$ cat src/hw/rtl/tmb_pkg.sv
// Shared widths, command codes and unit operation type for the timer bank.
package tmb_pkg;

    localparam int MODE_W      = 3;
    localparam int SLOT_W      = 3;
    localparam int INTERVAL_W  = 31;
    localparam int MAX_RESULTS = 8;
    localparam int CNT_W       = $clog2(MAX_RESULTS + 1);

    localparam logic [MODE_W-1:0] MODE_TICK   = 3'd0;
    localparam logic [MODE_W-1:0] MODE_CREATE = 3'd1;
    localparam logic [MODE_W-1:0] MODE_START  = 3'd2;
    localparam logic [MODE_W-1:0] MODE_STOP   = 3'd3;
    localparam logic [MODE_W-1:0] MODE_DELETE = 3'd4;

    localparam logic KIND_STATUS = 1'b0;
    localparam logic KIND_EVENT  = 1'b1;

    typedef enum logic {
        UNIT_ADD,
        UNIT_SUB
    } unit_op_t;

endpackage

$ cat src/hw/rtl/multi_slot_timer_bank.sv
// Timer bank top level: command sequencer, slot flags and output register.
//
//  channel | direction | ports                                      | handshake
//  --------+-----------+--------------------------------------------+----------------
//  s_      | in        | s_mode s_slot s_interval s_periodic        | s_valid/s_ready
//  m_      | out       | m_kind m_slot_out m_ok m_last              | m_valid/m_ready
//
// Stop, delete and invalid commands go straight to the response step; start
// reads the interval RAM, then adds; a create with a nonzero interval walks the
// used flags for a free slot. A tick advances the counter, scans each slot (one
// time-unit pass for the compare, one more for a periodic rearm), then emits events.
// One word at a time in flight; s_ready is low while a word is worked on.
// Reset clears the counter and all slot flags; the interval and expiry RAMs are not cleared.
// A stalled m_ready holds the sequencer at its emit or response step.
module multi_slot_timer_bank
    import tmb_pkg::*;
#(
    parameter int NUM_SLOTS = 8,
    parameter int TIME_BITS = 32
) (
    input  logic                  aclk,
    input  logic                  aresetn,
    input  logic                  s_valid,
    output logic                  s_ready,
    input  logic [MODE_W-1:0]     s_mode,
    input  logic [SLOT_W-1:0]     s_slot,
    input  logic [INTERVAL_W-1:0] s_interval,
    input  logic                  s_periodic,
    output logic                  m_valid,
    input  logic                  m_ready,
    output logic                  m_kind,
    output logic [SLOT_W-1:0]     m_slot_out,
    output logic                  m_ok,
    output logic                  m_last
);

    localparam int IDX_W = NUM_SLOTS > 1 ? $clog2(NUM_SLOTS) : 1;
    localparam logic [IDX_W-1:0] LAST_IDX = IDX_W'(NUM_SLOTS - 1);

    typedef enum logic [3:0] {
        S_IDLE,
        S_TICK,
        S_SCAN,
        S_CMP,
        S_REARM,
        S_EMIT,
        S_FIND,
        S_START_RD,
        S_START_ADD,
        S_RESP
    } state_t;

    state_t                  state_reg, state_next;
    logic [TIME_BITS-1:0]    now_reg, now_next;
    logic [NUM_SLOTS-1:0]    used_reg, used_next;
    logic [NUM_SLOTS-1:0]    armed_reg, armed_next;
    logic [NUM_SLOTS-1:0]    periodic_reg, periodic_next;
    logic [NUM_SLOTS-1:0]    fire_reg, fire_next;
    logic [CNT_W-1:0]        fire_cnt_reg, fire_cnt_next;
    logic [IDX_W-1:0]        idx_reg, idx_next;
    logic [IDX_W-1:0]        slot_reg, slot_next;
    logic [INTERVAL_W-1:0]   interval_reg, interval_next;
    logic                    new_periodic_reg, new_periodic_next;
    logic                    resp_ok_reg, resp_ok_next;
    logic [SLOT_W-1:0]       resp_slot_reg, resp_slot_next;

    logic                    m_valid_reg, m_valid_next;
    logic                    m_kind_reg, m_kind_next;
    logic [SLOT_W-1:0]       m_slot_out_reg, m_slot_out_next;
    logic                    m_ok_reg, m_ok_next;
    logic                    m_last_reg, m_last_next;

    unit_op_t                unit_op;
    logic [TIME_BITS-1:0]    unit_b;
    logic [TIME_BITS-1:0]    unit_result;

    logic                    iv_wr_en;
    logic                    ex_wr_en;
    logic [IDX_W-1:0]        ex_wr_addr;
    logic                    rd_en;
    logic [IDX_W-1:0]        rd_addr;
    logic [INTERVAL_W-1:0]   iv_rd_data;
    logic [TIME_BITS-1:0]    ex_rd_data;

    logic                    out_free;
    logic                    s_accept;
    logic [IDX_W-1:0]        in_idx;
    logic                    in_slot_ok;
    logic                    idx_last;
    logic [NUM_SLOTS-1:0]    fire_rest;

    tmb_ram #(
        .WIDTH (INTERVAL_W),
        .DEPTH (NUM_SLOTS)
    ) u_interval_ram (
        .aclk    (aclk),
        .wr_en   (iv_wr_en),
        .wr_addr (idx_reg),
        .wr_data (interval_reg),
        .rd_en   (rd_en),
        .rd_addr (rd_addr),
        .rd_data (iv_rd_data)
    );

    tmb_ram #(
        .WIDTH (TIME_BITS),
        .DEPTH (NUM_SLOTS)
    ) u_expiry_ram (
        .aclk    (aclk),
        .wr_en   (ex_wr_en),
        .wr_addr (ex_wr_addr),
        .wr_data (unit_result),
        .rd_en   (rd_en),
        .rd_addr (rd_addr),
        .rd_data (ex_rd_data)
    );

    tmb_time_unit #(
        .TIME_BITS (TIME_BITS)
    ) u_time_unit (
        .op     (unit_op),
        .a      (now_reg),
        .b      (unit_b),
        .result (unit_result)
    );

    assign s_ready    = (state_reg == S_IDLE);
    assign s_accept   = s_valid && s_ready;
    assign out_free   = !m_valid_reg || m_ready;
    assign in_idx     = IDX_W'(s_slot);
    assign in_slot_ok = (int'(s_slot) < NUM_SLOTS) && used_reg[in_idx];
    assign idx_last   = (idx_reg == LAST_IDX);

    assign rd_en      = (state_reg == S_SCAN) || (state_reg == S_START_RD);
    assign rd_addr    = (state_reg == S_START_RD) ? slot_reg : idx_reg;
    assign ex_wr_addr = (state_reg == S_START_ADD) ? slot_reg : idx_reg;
    assign ex_wr_en   = (state_reg == S_START_ADD) || (state_reg == S_REARM);
    assign iv_wr_en   = (state_reg == S_FIND) && !used_reg[idx_reg];

    always_comb begin
        fire_rest          = fire_reg;
        fire_rest[idx_reg] = 1'b0;
    end

    always_comb begin
        case (state_reg)
            S_TICK: begin
                unit_op = UNIT_ADD;
                unit_b  = TIME_BITS'(1);
            end
            S_CMP: begin
                unit_op = UNIT_SUB;
                unit_b  = ex_rd_data;
            end
            default: begin
                unit_op = UNIT_ADD;
                unit_b  = TIME_BITS'(iv_rd_data);
            end
        endcase
    end

    always_comb begin
        state_next        = state_reg;
        now_next          = now_reg;
        used_next         = used_reg;
        armed_next        = armed_reg;
        periodic_next     = periodic_reg;
        fire_next         = fire_reg;
        fire_cnt_next     = fire_cnt_reg;
        idx_next          = idx_reg;
        slot_next         = slot_reg;
        interval_next     = interval_reg;
        new_periodic_next = new_periodic_reg;
        resp_ok_next      = resp_ok_reg;
        resp_slot_next    = resp_slot_reg;
        m_valid_next      = m_valid_reg && !m_ready;
        m_kind_next       = m_kind_reg;
        m_slot_out_next   = m_slot_out_reg;
        m_ok_next         = m_ok_reg;
        m_last_next       = m_last_reg;

        case (state_reg)
            S_IDLE: begin
                if (s_accept) begin
                    slot_next         = in_idx;
                    interval_next     = s_interval;
                    new_periodic_next = s_periodic;
                    idx_next          = '0;
                    resp_ok_next      = 1'b0;
                    resp_slot_next    = s_slot;
                    state_next        = S_RESP;
                    case (s_mode)
                        MODE_TICK: begin
                            state_next = S_TICK;
                        end
                        MODE_CREATE: begin
                            resp_slot_next = '0;
                            if (s_interval != '0) begin
                                state_next = S_FIND;
                            end
                        end
                        MODE_START: begin
                            if (in_slot_ok) begin
                                state_next = S_START_RD;
                            end
                        end
                        MODE_STOP: begin
                            if (in_slot_ok) begin
                                armed_next[in_idx] = 1'b0;
                                resp_ok_next       = 1'b1;
                            end
                        end
                        MODE_DELETE: begin
                            if (in_slot_ok) begin
                                armed_next[in_idx]    = 1'b0;
                                used_next[in_idx]     = 1'b0;
                                periodic_next[in_idx] = 1'b0;
                                resp_ok_next          = 1'b1;
                            end
                        end
                        default: begin
                            state_next = S_RESP;
                        end
                    endcase
                end
            end
            S_FIND: begin
                if (!used_reg[idx_reg]) begin
                    used_next[idx_reg]     = 1'b1;
                    armed_next[idx_reg]    = 1'b0;
                    periodic_next[idx_reg] = new_periodic_reg;
                    resp_ok_next           = 1'b1;
                    resp_slot_next         = SLOT_W'(idx_reg);
                    state_next             = S_RESP;
                end else if (idx_last) begin
                    state_next = S_RESP;
                end else begin
                    idx_next = idx_reg + 1'b1;
                end
            end
            S_START_RD: begin
                state_next = S_START_ADD;
            end
            S_START_ADD: begin
                armed_next[slot_reg] = 1'b1;
                resp_ok_next         = 1'b1;
                resp_slot_next       = SLOT_W'(slot_reg);
                state_next           = S_RESP;
            end
            S_TICK: begin
                now_next      = unit_result;
                fire_next     = '0;
                fire_cnt_next = '0;
                state_next    = S_SCAN;
            end
            S_SCAN: begin
                if (fire_cnt_reg == CNT_W'(MAX_RESULTS)) begin
                    idx_next   = '0;
                    state_next = S_EMIT;
                end else if (used_reg[idx_reg] && armed_reg[idx_reg]) begin
                    state_next = S_CMP;
                end else if (idx_last) begin
                    idx_next   = '0;
                    state_next = S_EMIT;
                end else begin
                    idx_next = idx_reg + 1'b1;
                end
            end
            S_CMP: begin
                state_next = S_SCAN;
                if (!unit_result[TIME_BITS-1]) begin
                    fire_next[idx_reg] = 1'b1;
                    fire_cnt_next      = fire_cnt_reg + 1'b1;
                    if (periodic_reg[idx_reg]) begin
                        state_next = S_REARM;
                    end else begin
                        armed_next[idx_reg] = 1'b0;
                    end
                end
                if (state_next == S_SCAN) begin
                    if (idx_last) begin
                        idx_next   = '0;
                        state_next = S_EMIT;
                    end else begin
                        idx_next = idx_reg + 1'b1;
                    end
                end
            end
            S_REARM: begin
                if (idx_last) begin
                    idx_next   = '0;
                    state_next = S_EMIT;
                end else begin
                    idx_next   = idx_reg + 1'b1;
                    state_next = S_SCAN;
                end
            end
            S_EMIT: begin
                if (fire_reg == '0) begin
                    state_next = S_IDLE;
                end else if (fire_reg[idx_reg]) begin
                    if (out_free) begin
                        m_valid_next    = 1'b1;
                        m_kind_next     = KIND_EVENT;
                        m_slot_out_next = SLOT_W'(idx_reg);
                        m_ok_next       = 1'b1;
                        m_last_next     = (fire_rest == '0);
                        fire_next       = fire_rest;
                        idx_next        = idx_reg + 1'b1;
                        if (fire_rest == '0) begin
                            state_next = S_IDLE;
                        end
                    end
                end else begin
                    idx_next = idx_reg + 1'b1;
                end
            end
            S_RESP: begin
                if (out_free) begin
                    m_valid_next    = 1'b1;
                    m_kind_next     = KIND_STATUS;
                    m_slot_out_next = resp_slot_reg;
                    m_ok_next       = resp_ok_reg;
                    m_last_next     = 1'b1;
                    state_next      = S_IDLE;
                end
            end
            default: begin
                state_next = S_IDLE;
            end
        endcase
    end

    always_ff @(posedge aclk) begin
        if (!aresetn) begin
            state_reg    <= S_IDLE;
            now_reg      <= '0;
            used_reg     <= '0;
            armed_reg    <= '0;
            periodic_reg <= '0;
            fire_reg     <= '0;
            fire_cnt_reg <= '0;
            idx_reg      <= '0;
            m_valid_reg  <= 1'b0;
        end else begin
            state_reg    <= state_next;
            now_reg      <= now_next;
            used_reg     <= used_next;
            armed_reg    <= armed_next;
            periodic_reg <= periodic_next;
            fire_reg     <= fire_next;
            fire_cnt_reg <= fire_cnt_next;
            idx_reg      <= idx_next;
            m_valid_reg  <= m_valid_next;
        end
        slot_reg         <= slot_next;
        interval_reg     <= interval_next;
        new_periodic_reg <= new_periodic_next;
        resp_ok_reg      <= resp_ok_next;
        resp_slot_reg    <= resp_slot_next;
        m_kind_reg       <= m_kind_next;
        m_slot_out_reg   <= m_slot_out_next;
        m_ok_reg         <= m_ok_next;
        m_last_reg       <= m_last_next;
    end

    assign m_valid    = m_valid_reg;
    assign m_kind     = m_kind_reg;
    assign m_slot_out = m_slot_out_reg;
    assign m_ok       = m_ok_reg;
    assign m_last     = m_last_reg;

endmodule

$ cat src/hw/rtl/tmb_ram.sv
// Generic single-write, single-read RAM with registered read data.
module tmb_ram #(
    parameter int WIDTH = 32,
    parameter int DEPTH = 8
) (
    input  logic                                   aclk,
    input  logic                                   wr_en,
    input  logic [(DEPTH > 1 ? $clog2(DEPTH) : 1)-1:0] wr_addr,
    input  logic [WIDTH-1:0]                       wr_data,
    input  logic                                   rd_en,
    input  logic [(DEPTH > 1 ? $clog2(DEPTH) : 1)-1:0] rd_addr,
    output logic [WIDTH-1:0]                       rd_data
);

    logic [WIDTH-1:0] mem [DEPTH];
    logic [WIDTH-1:0] rd_data_reg;

    always_ff @(posedge aclk) begin
        if (wr_en) begin
            mem[wr_addr] <= wr_data;
        end
        if (rd_en) begin
            rd_data_reg <= mem[rd_addr];
        end
    end

    assign rd_data = rd_data_reg;

endmodule

$ cat src/hw/rtl/tmb_time_unit.sv
// Shared time adder/subtractor: counter advance, expiry compare, start and rearm sums.
module tmb_time_unit
    import tmb_pkg::*;
#(
    parameter int TIME_BITS = 32
) (
    input  unit_op_t             op,
    input  logic [TIME_BITS-1:0] a,
    input  logic [TIME_BITS-1:0] b,
    output logic [TIME_BITS-1:0] result
);

    always_comb begin
        case (op)
            UNIT_ADD: result = a + b;
            UNIT_SUB: result = a - b;
            default:  result = a + b;
        endcase
    end

endmodule

$ cat config.mk
export PLATFORM = sky130hd
export DESIGN_NAME = multi_slot_timer_bank
export DESIGN_NICKNAME = d
export VERILOG_FILES = /design/src/hw/rtl/tmb_pkg.sv /design/src/hw/rtl/multi_slot_timer_bank.sv /design/src/hw/rtl/tmb_ram.sv /design/src/hw/rtl/tmb_time_unit.sv
export SDC_FILE = /design/constraint.sdc
export NUM_CORES = 1
export LEC_CHECK = 0
export BUFFER_PORTS_ARGS = -buffer_cell sky130_fd_sc_hd__buf_2
export CORE_UTILIZATION = 60
export CTS_CLUSTER_DIAMETER = 150
export DETAILED_ROUTE_END_ITERATION = 6
export PLACE_DENSITY = 0.83
export SETUP_SLACK_MARGIN = 0.2
export SYNTH_ARGS = -nofsm -noshare
export SYNTH_HDL_FRONTEND = slang
export SYNTH_SLANG_ARGS = --single-unit
export TNS_END_PERCENT = 5
$ cat constraint.sdc
create_clock -name aclk -period 8.9 [get_ports aclk]
set_input_delay 1.335 -clock aclk [delete_from_list [all_inputs] [get_ports aclk]]
set_output_delay 1.335 -clock aclk [all_outputs]
set_load 0.05 [all_outputs]
==> impl_metrics.py, run 1 <==
metrics = {
    "grt": {
        "grt_use_total_pct": 28.37,
        "grt_overflow": 0,
        "grt_pass1_wl_mm": 106.2,
        "grt_max_degree": 101,
        "grt_pass1_vias": 17646,
        "antenna_found_initial": 0,
    },
    "yosys": {
        "ys.flop_type": "edfxtp_1",
        "yosysWarnings": 0,
        "ys_ff_latch": 688,
        "synth_nets": 1992,
        "yosysSeqAreaShare_pct": 66.99,
        "syn_inst": 1913,
        "synth_area_per_cell_sq_um": 15.53,
        "synthArstFlopShare_pct": 0,
        "syn_area_sq_um": 29700,
        "synth_cell_types": 88,
        "synth_edf_count": 612,
    },
    "worst_setup_path": {
        "end_kind": "register",
        "r2r_end": "armed_reg[6]",
        "arrival_ns": 7.30,
        "required_ns": 9.46,
        "startpoint_type": "register",
        "r2r-start": "state_reg[3]",
        "worstRegToRegCells": 20,
        "path_class": "reg -> reg",
        "critPathMaxFanout": 38,
        "ff2ff_setup_slack_ns": 2.16,
    },
    "drt": {
        "detail_route.vias_per_cell": 6.593,
        "drc_errors": 0,
        "drtIter0Drc": 1566,
        "wl_per_cell_um": 25.98,
        "vias": 17722,
        "postRouteAntennaNets": 0,
        "wirelength_mm": 69.84,
        "firstDrtPassIters": 5,
    },
    "power_and_ir_drop": {
        "internal_power_mw": 6.911,
        "pwr-share-comb_pct": 24.6,
        "seq_power_share_pct": 46.3,
        "p_switching_mw": 3.133,
        "leakage_nw": 11.14,
        "power_density_nw_per_um2": 303.4,
        "ir_worst_vdd_mv": 0.2243,
        "swShare_pct": 31.19,
        "clkPwrFrac_pct": 29.1,
    },
    "layout": {
        "regMostFlops": "u_expiry_ram.mem",
        "layout.cells.non_filler": 2688,
        "reg_top3": "u_expiry_ram.mem (256), u_interval_ram.mem (248)",
        "largest_reg_flops": 256,
        "multi_input_area_sq_um": 9432,
        "num-fill-cells": 3189,
        "fin_area_sq_um": 33100,
        "diodes": 0,
        "regArea_sq_um": 19900,
        "synthToLayoutAreaGrowth_pct": 11.44,
        "drive_above_1_share_pct": 22.04,
        "final_nets": 2047,
    },
    "sta": {
        "grt_setup_unrepaired": "false",
        "hold_viol": 0,
        "fmax_mhz": 148.4,
        "fin_ws_ns": 2.162,
        "post-route-period-util_pct": 75.70,
        "period_needed_ns": 6.738,
        "tns_ns": 0,
        "clock_skew_ns": 0.03476,
        "max_slew_margin_pct": 14.11,
        "worst_slew_pin_slew_ns": 1.275,
        "slew_viol_final": 0,
        "setup_viol": 0,
    },
    "clock_tree": {
        "clock-sinks": 688,
        "cts_resized": 0,
        "cts-buffers-inserted": 69,
        "ctsHoldBuffers": 0,
        "htreeDepth": 3,
        "path_clk_slew_ns": 0.06,
        "cts.path.max_buffers": 3,
        "cts-root-buf": "clkbuf_16",
        "post-cts-setup-buffer-count": 0,
        "cts_tree": "yes",
        "clock_latency_ns": 0.64,
    },
    "place": {
        "routabilityCongestion": 0.9336,
        "place_area_sq_um": 30820,
        "dp_hpwl_mm": 41.12,
        "io_buffers": 49,
        "place_ws_ns": 2.214,
        "dp_cells": 2561,
    },
    "min_path": {
        "min_path_cells": 2,
        "min_path_type": "reg -> reg",
        "hold_end": "now_reg[27]",
        "holdCritStartpoint": "now_reg[27]",
    },
    "floorplan": {
        "design.core.area_sq_um": 48850,
        "start_util_pct": 60.81,
        "fp-row-count": 81,
        "pin_count": 50,
        "die_h_um": 224.5,
        "die-area_sq_um": 50400,
        "die_x_um": 224.5,
    },
    "run": {
        "drv_cap": 0,
    },
    "run_status": {
        "status": "finished clean",
    },
}
[per-layer routing]
metal / part of all wire [%] / global-route usage, %
met1: 39 / 38.50
met2: 51 / 47.78
met3: 7.9 / 4.285
met4: 2.4 / 8.690
met5: 0 / 0
[synthesized netlist by cell type, types with 34 or more instances]
cell type	number	area, sq um
inv_1	34	127.6
a21oi_1	90	450.4
ha_1	36	450.4
nor3_1	40	200.2
nand2_1	143	536.8
nor2_1	121	454.2
dfxtp_1	76	1521
edfxtp_1	612	18380
mux4_2	130	2928
o21ai_0	60	300.3
mux2_2	71	799.5
clkbuf_1	76	285.3
[power by group through the flow]
| stage | Combinational (mW) | Sequential [mW] | Clock (mW) |
|---|---|---|---|
| CTS | 2.44 | 4.65 | 2.95 |
| global route | 2.67 | 4.68 | 3.06 |
| floorplan | 1.80 | 4.60 | 0 |
| detailed placement | 2.42 | 4.71 | 0 |
| global placement | 2.33 | 4.68 | 0 |
| finish | 2.47 | 4.65 | 2.92 |
[cells in the final DEF, fill, tap and decap left out, types with 34 or more instances in the layout]
master     synthesis  layout
buf_4              1      35
clkbuf_16          0      71
nor2_1           121     111
edfxtp_1         612     612
buf_2              6      49
inv_1             34      34
a21oi_1           90      88
dfxtp_1           76      76
ha_1              36      36
o21ai_0           60      60
nand2_1          143     143
mux4_2           130     130
mux2_2            71      71
nor3_1            40      40
[critical path, cell delays in order (launching register included)]
cell and delay (ns):
dfxtp_1 0.57, or3b_2 0.77, buf_4 0.34, a22oi_4 0.33, nand4_1 0.16, or3_1 0.45
nor2_1 0.22, nor2_1 0.08, a21oi_1 0.13, nand2_1 0.06, o21ai_1 0.12, ha_1 0.31
a211o_1 0.27, a311oi_1 0.32, o21ai_0 0.14, a2111oi_0 0.74, nor2_1 0.15, a31o_2 0.32
xnor2_4 0.55, a22o_2 0.37, o221a_1 0.23
[final cells by class]
| type | count | area share (%) |
|---|---|---|
| inverters | 36 | 0.4082 |
| clock inverters | 38 | 1.244 |
| well taps | 664 | 2.510 |
| repair buffers | 85 | 1.595 |
| flip-flops and latches | 688 | 60.12 |
| clock buffers | 89 | 5.632 |
| multi-input cells | 1088 | 28.49 |
[per-stage QoR]
stage          hold slack (ns)  utilization, %  power (mW)
2_1_floorplan           0.4406               -       6.396
3_3_place_gp            0.4485           63.10       7.002
3_5_place_dp            0.4561           63.10       7.128
4_1_cts                 0.4642           67.76       10.04
5_1_grt                 0.4867           67.76       10.41
6_report                0.4608           67.76       10.04
[cells by family after synthesis]
kind of cell	after synthesis	share of synthesized area, %
DFF	688	66.99
and+or+nand+nor	460	7.536
AOI/OAI and AO/OA	331	7.629
muxes	222	13.26
buffers and inverters	137	1.794
xor gates and xnor gates	38	1.209
adders and majority gates	37	1.584
[how the worst max path moves through the flow]
stage | start | end | slack, ns | cells after the start
2_1_floorplan | state_reg[1] | u_expiry_ram.rd_data[0] | 0.65 | 5
3_3_place_gp | state_reg[0] | armed_reg[1] | 2.33 | 20
3_5_place_dp | state_reg[0] | armed_reg[7] | 2.21 | 20
4_1_cts | state_reg[3] | armed_reg[6] | 2.17 | 20
5_1_grt | state_reg[3] | armed_reg[6] | 1.79 | 20
6_report | state_reg[3] | armed_reg[6] | 2.16 | 20
No activity file was read; power rests on OpenSTA's default activity.
==> inputs of run 2 (changes only) <==
Settings changed: CORE_UTILIZATION 60 to 57, PLACE_DENSITY 0.83 to 0.82.
Clock period 8.9 ns to 5.6 ns, I/O delays scaled along.
==> impl_metrics.py, run 2 (synthesis gave the netlist of run 1 again) <==
metrics = {
    "run_status": {
        "status": "finished clean",
    },
    "drt": {
        "wirelength_mm": 71.32,
        "drtIter0Drc": 1963,
        "wl_per_cell_um": 26.09,
        "drc_errors": 0,
        "detail_route.vias_per_cell": 6.519,
        "postRouteAntennaNets": 0,
        "vias": 17823,
        "firstDrtPassIters": 6,
    },
    "clock_tree": {
        "cts-buffers-inserted": 68,
        "clock_latency_ns": 0.64,
        "cts.path.max_buffers": 3,
        "cts_tree": "yes",
        "clock-sinks": 688,
        "path_clk_slew_ns": 0.06,
        "cts-root-buf": "clkbuf_16",
        "htreeDepth": 3,
    },
    "sta": {
        "setup_viol": 0,
        "post-route-period-util_pct": 92.84,
        "slew_viol_final": 0,
        "grt_setup_unrepaired": "true",
        "hold_viol": 0,
        "max_slew_margin_pct": 15.21,
        "fmax_mhz": 192.3,
        "worst_slew_pin_slew_ns": 1.259,
        "clock_skew_ns": 0.03184,
        "period_needed_ns": 5.199,
    },
    "min_path": {
        "holdCritStartpoint": "s_periodic",
        "min_path_type": "in -> reg",
    },
    "layout": {
        "diodes": 0,
        "layout_commonest_cell": "edfxtp_1",
        "final_nets": 2077,
        "reg_top3": "u_expiry_ram.mem (256), u_interval_ram.mem (248)",
        "largest_reg_flops": 256,
        "fin_util_pct": 65.04,
        "most-common-layout-cells": "edfxtp_1 (612), nand2_1 (143), mux4_2 (130)",
        "synthToLayoutAreaGrowth_pct": 12.55,
        "drive_above_1_share_pct": 23.52,
        "regArea_sq_um": 19900,
        "multi_input_area_sq_um": 9533,
        "regMostFlops": "u_expiry_ram.mem",
        "num-fill-cells": 3454,
        "fin_area_sq_um": 33430,
    },
    "worst_setup_path": {
        "cp_cell_sequence": "or3_1, or4_1, a211oi_4, nand4_1, nor2_2, nand2_1, a221oi_1, a31o_2, ha_1, a21o_1, a21oi_2, o21ai_1, a2111oi_2, buf_4, nor2_1, a31o_2, xnor2_4, buf_4, o31a_1, o31ai_1",
        "cp_top_family": "compound AO/OA/AOI/OAI gates",
        "arrival_ns": 5.73,
        "ff2ff_setup_slack_ns": 0.40,
        "end_kind": "register",
        "slowest_stage": "or4_1",
        "max_stage_delay_ns": 0.46,
        "path_class": "reg -> reg",
        "required_ns": 6.13,
        "crit_path_start": "u_interval_ram.rd_data[9]",
        "critPathBufInv": 2,
        "startpoint_type": "register",
        "critPathMaxFanout": 6,
        "r2r-start": "u_interval_ram.rd_data[9]",
    },
    "grt": {
        "grt_max_degree": 47,
        "grt_use_total_pct": 27.38,
        "grt_pass1_vias": 17748,
        "grt_pass1_wl_mm": 108.0,
        "grt_overflow": 0,
        "antenna_found_initial": 1,
    },
    "floorplan": {
        "pin_count": 50,
        "die-area_sq_um": 53030,
        "design.core.area_sq_um": 51410,
        "die_x_um": 230.3,
        "fp-row-count": 83,
        "die_h_um": 230.3,
        "start_util_pct": 57.78,
    },
    "power_and_ir_drop": {
        "ir_worst_vdd_mv": 0.3155,
        "clkPwrFrac_pct": 28.3,
        "power.total_mw": 16.10,
        "internal_power_mw": 11.05,
        "swShare_pct": 31.40,
        "power_density_nw_per_um2": 481.6,
        "p_switching_mw": 5.054,
        "leakage_nw": 11.31,
        "seq_power_share_pct": 45.8,
        "pwr-share-comb_pct": 25.9,
    },
    "place": {
        "routabilityCongestion": 0.9567,
        "io_buffers": 49,
        "place_area_sq_um": 31080,
        "dp_hpwl_mm": 42.87,
    },
    "run": {
        "drv_cap": 0,
    },
}
-- run 2: metal layers --
layer	up-vias	global-route usage, %	wire length, um
met4	2	9.292	2132
met2	917	45.53	35420
met3	161	4.601	5578
met5	-	0	13
met1	9004	36.83	28180
li1	7739	-	-
-- run 2: layout make-up --
| cell class | count | share of cell area (%) |
|---|---|---|
| tap | 680 | 2.545 |
| clock inverter | 31 | 0.9394 |
| multi-input combinational | 1088 | 28.51 |
| timing repair buffer | 116 | 2.399 |
| clock buffer | 95 | 5.670 |
| inverter | 36 | 0.4042 |
| sequential | 688 | 59.53 |
-- run 2: path summary, 6_finish.rpt --
path,to,cells after the start
hold reg to reg,now_reg[8],2
hold / removal,new_periodic_reg,1
setup reg to reg,state_reg[2],20
setup / recovery,state_reg[2],20
-- run 2: per-stage QoR --
stage / std cells / setup TNS (ns) / setup slack [ns] / hold WS, ns
3_5_place_dp: 2603 / 0 / 0.05394 / 0.4510
2_1_floorplan: 1913 / -0.8799 / -0.1126 / 0.4406
5_1_grt: 2734 / 0 / 0.1682 / 0.3518
3_3_place_gp: 2603 / 0 / 0.1248 / 0.4482
6_report: 2734 / 0 / 0.4007 / 0.3808
4_1_cts: 2729 / 0 / 0.1523 / 0.3455
-- run 2: timing repair --
item,4_1_cts,5_1_grt
buffers inserted,0,5
pin swaps,1,9
hold buffers,0,0
endpoints found under the setup margin,33,109
cloned,0,0
resized for setup,6,19
endpoints found under the hold margin,0,0
-- run 2: power by group through the flow --
stage	Clock (mW)	Combinational [mW]	Sequential [mW]
after floorplan	0	2.87	7.29
after global placement	0	3.85	7.41
after detailed placement	0	3.99	7.45
after CTS	4.61	4.06	7.36
after global routing	4.79	4.50	7.41
final	4.55	4.18	7.37
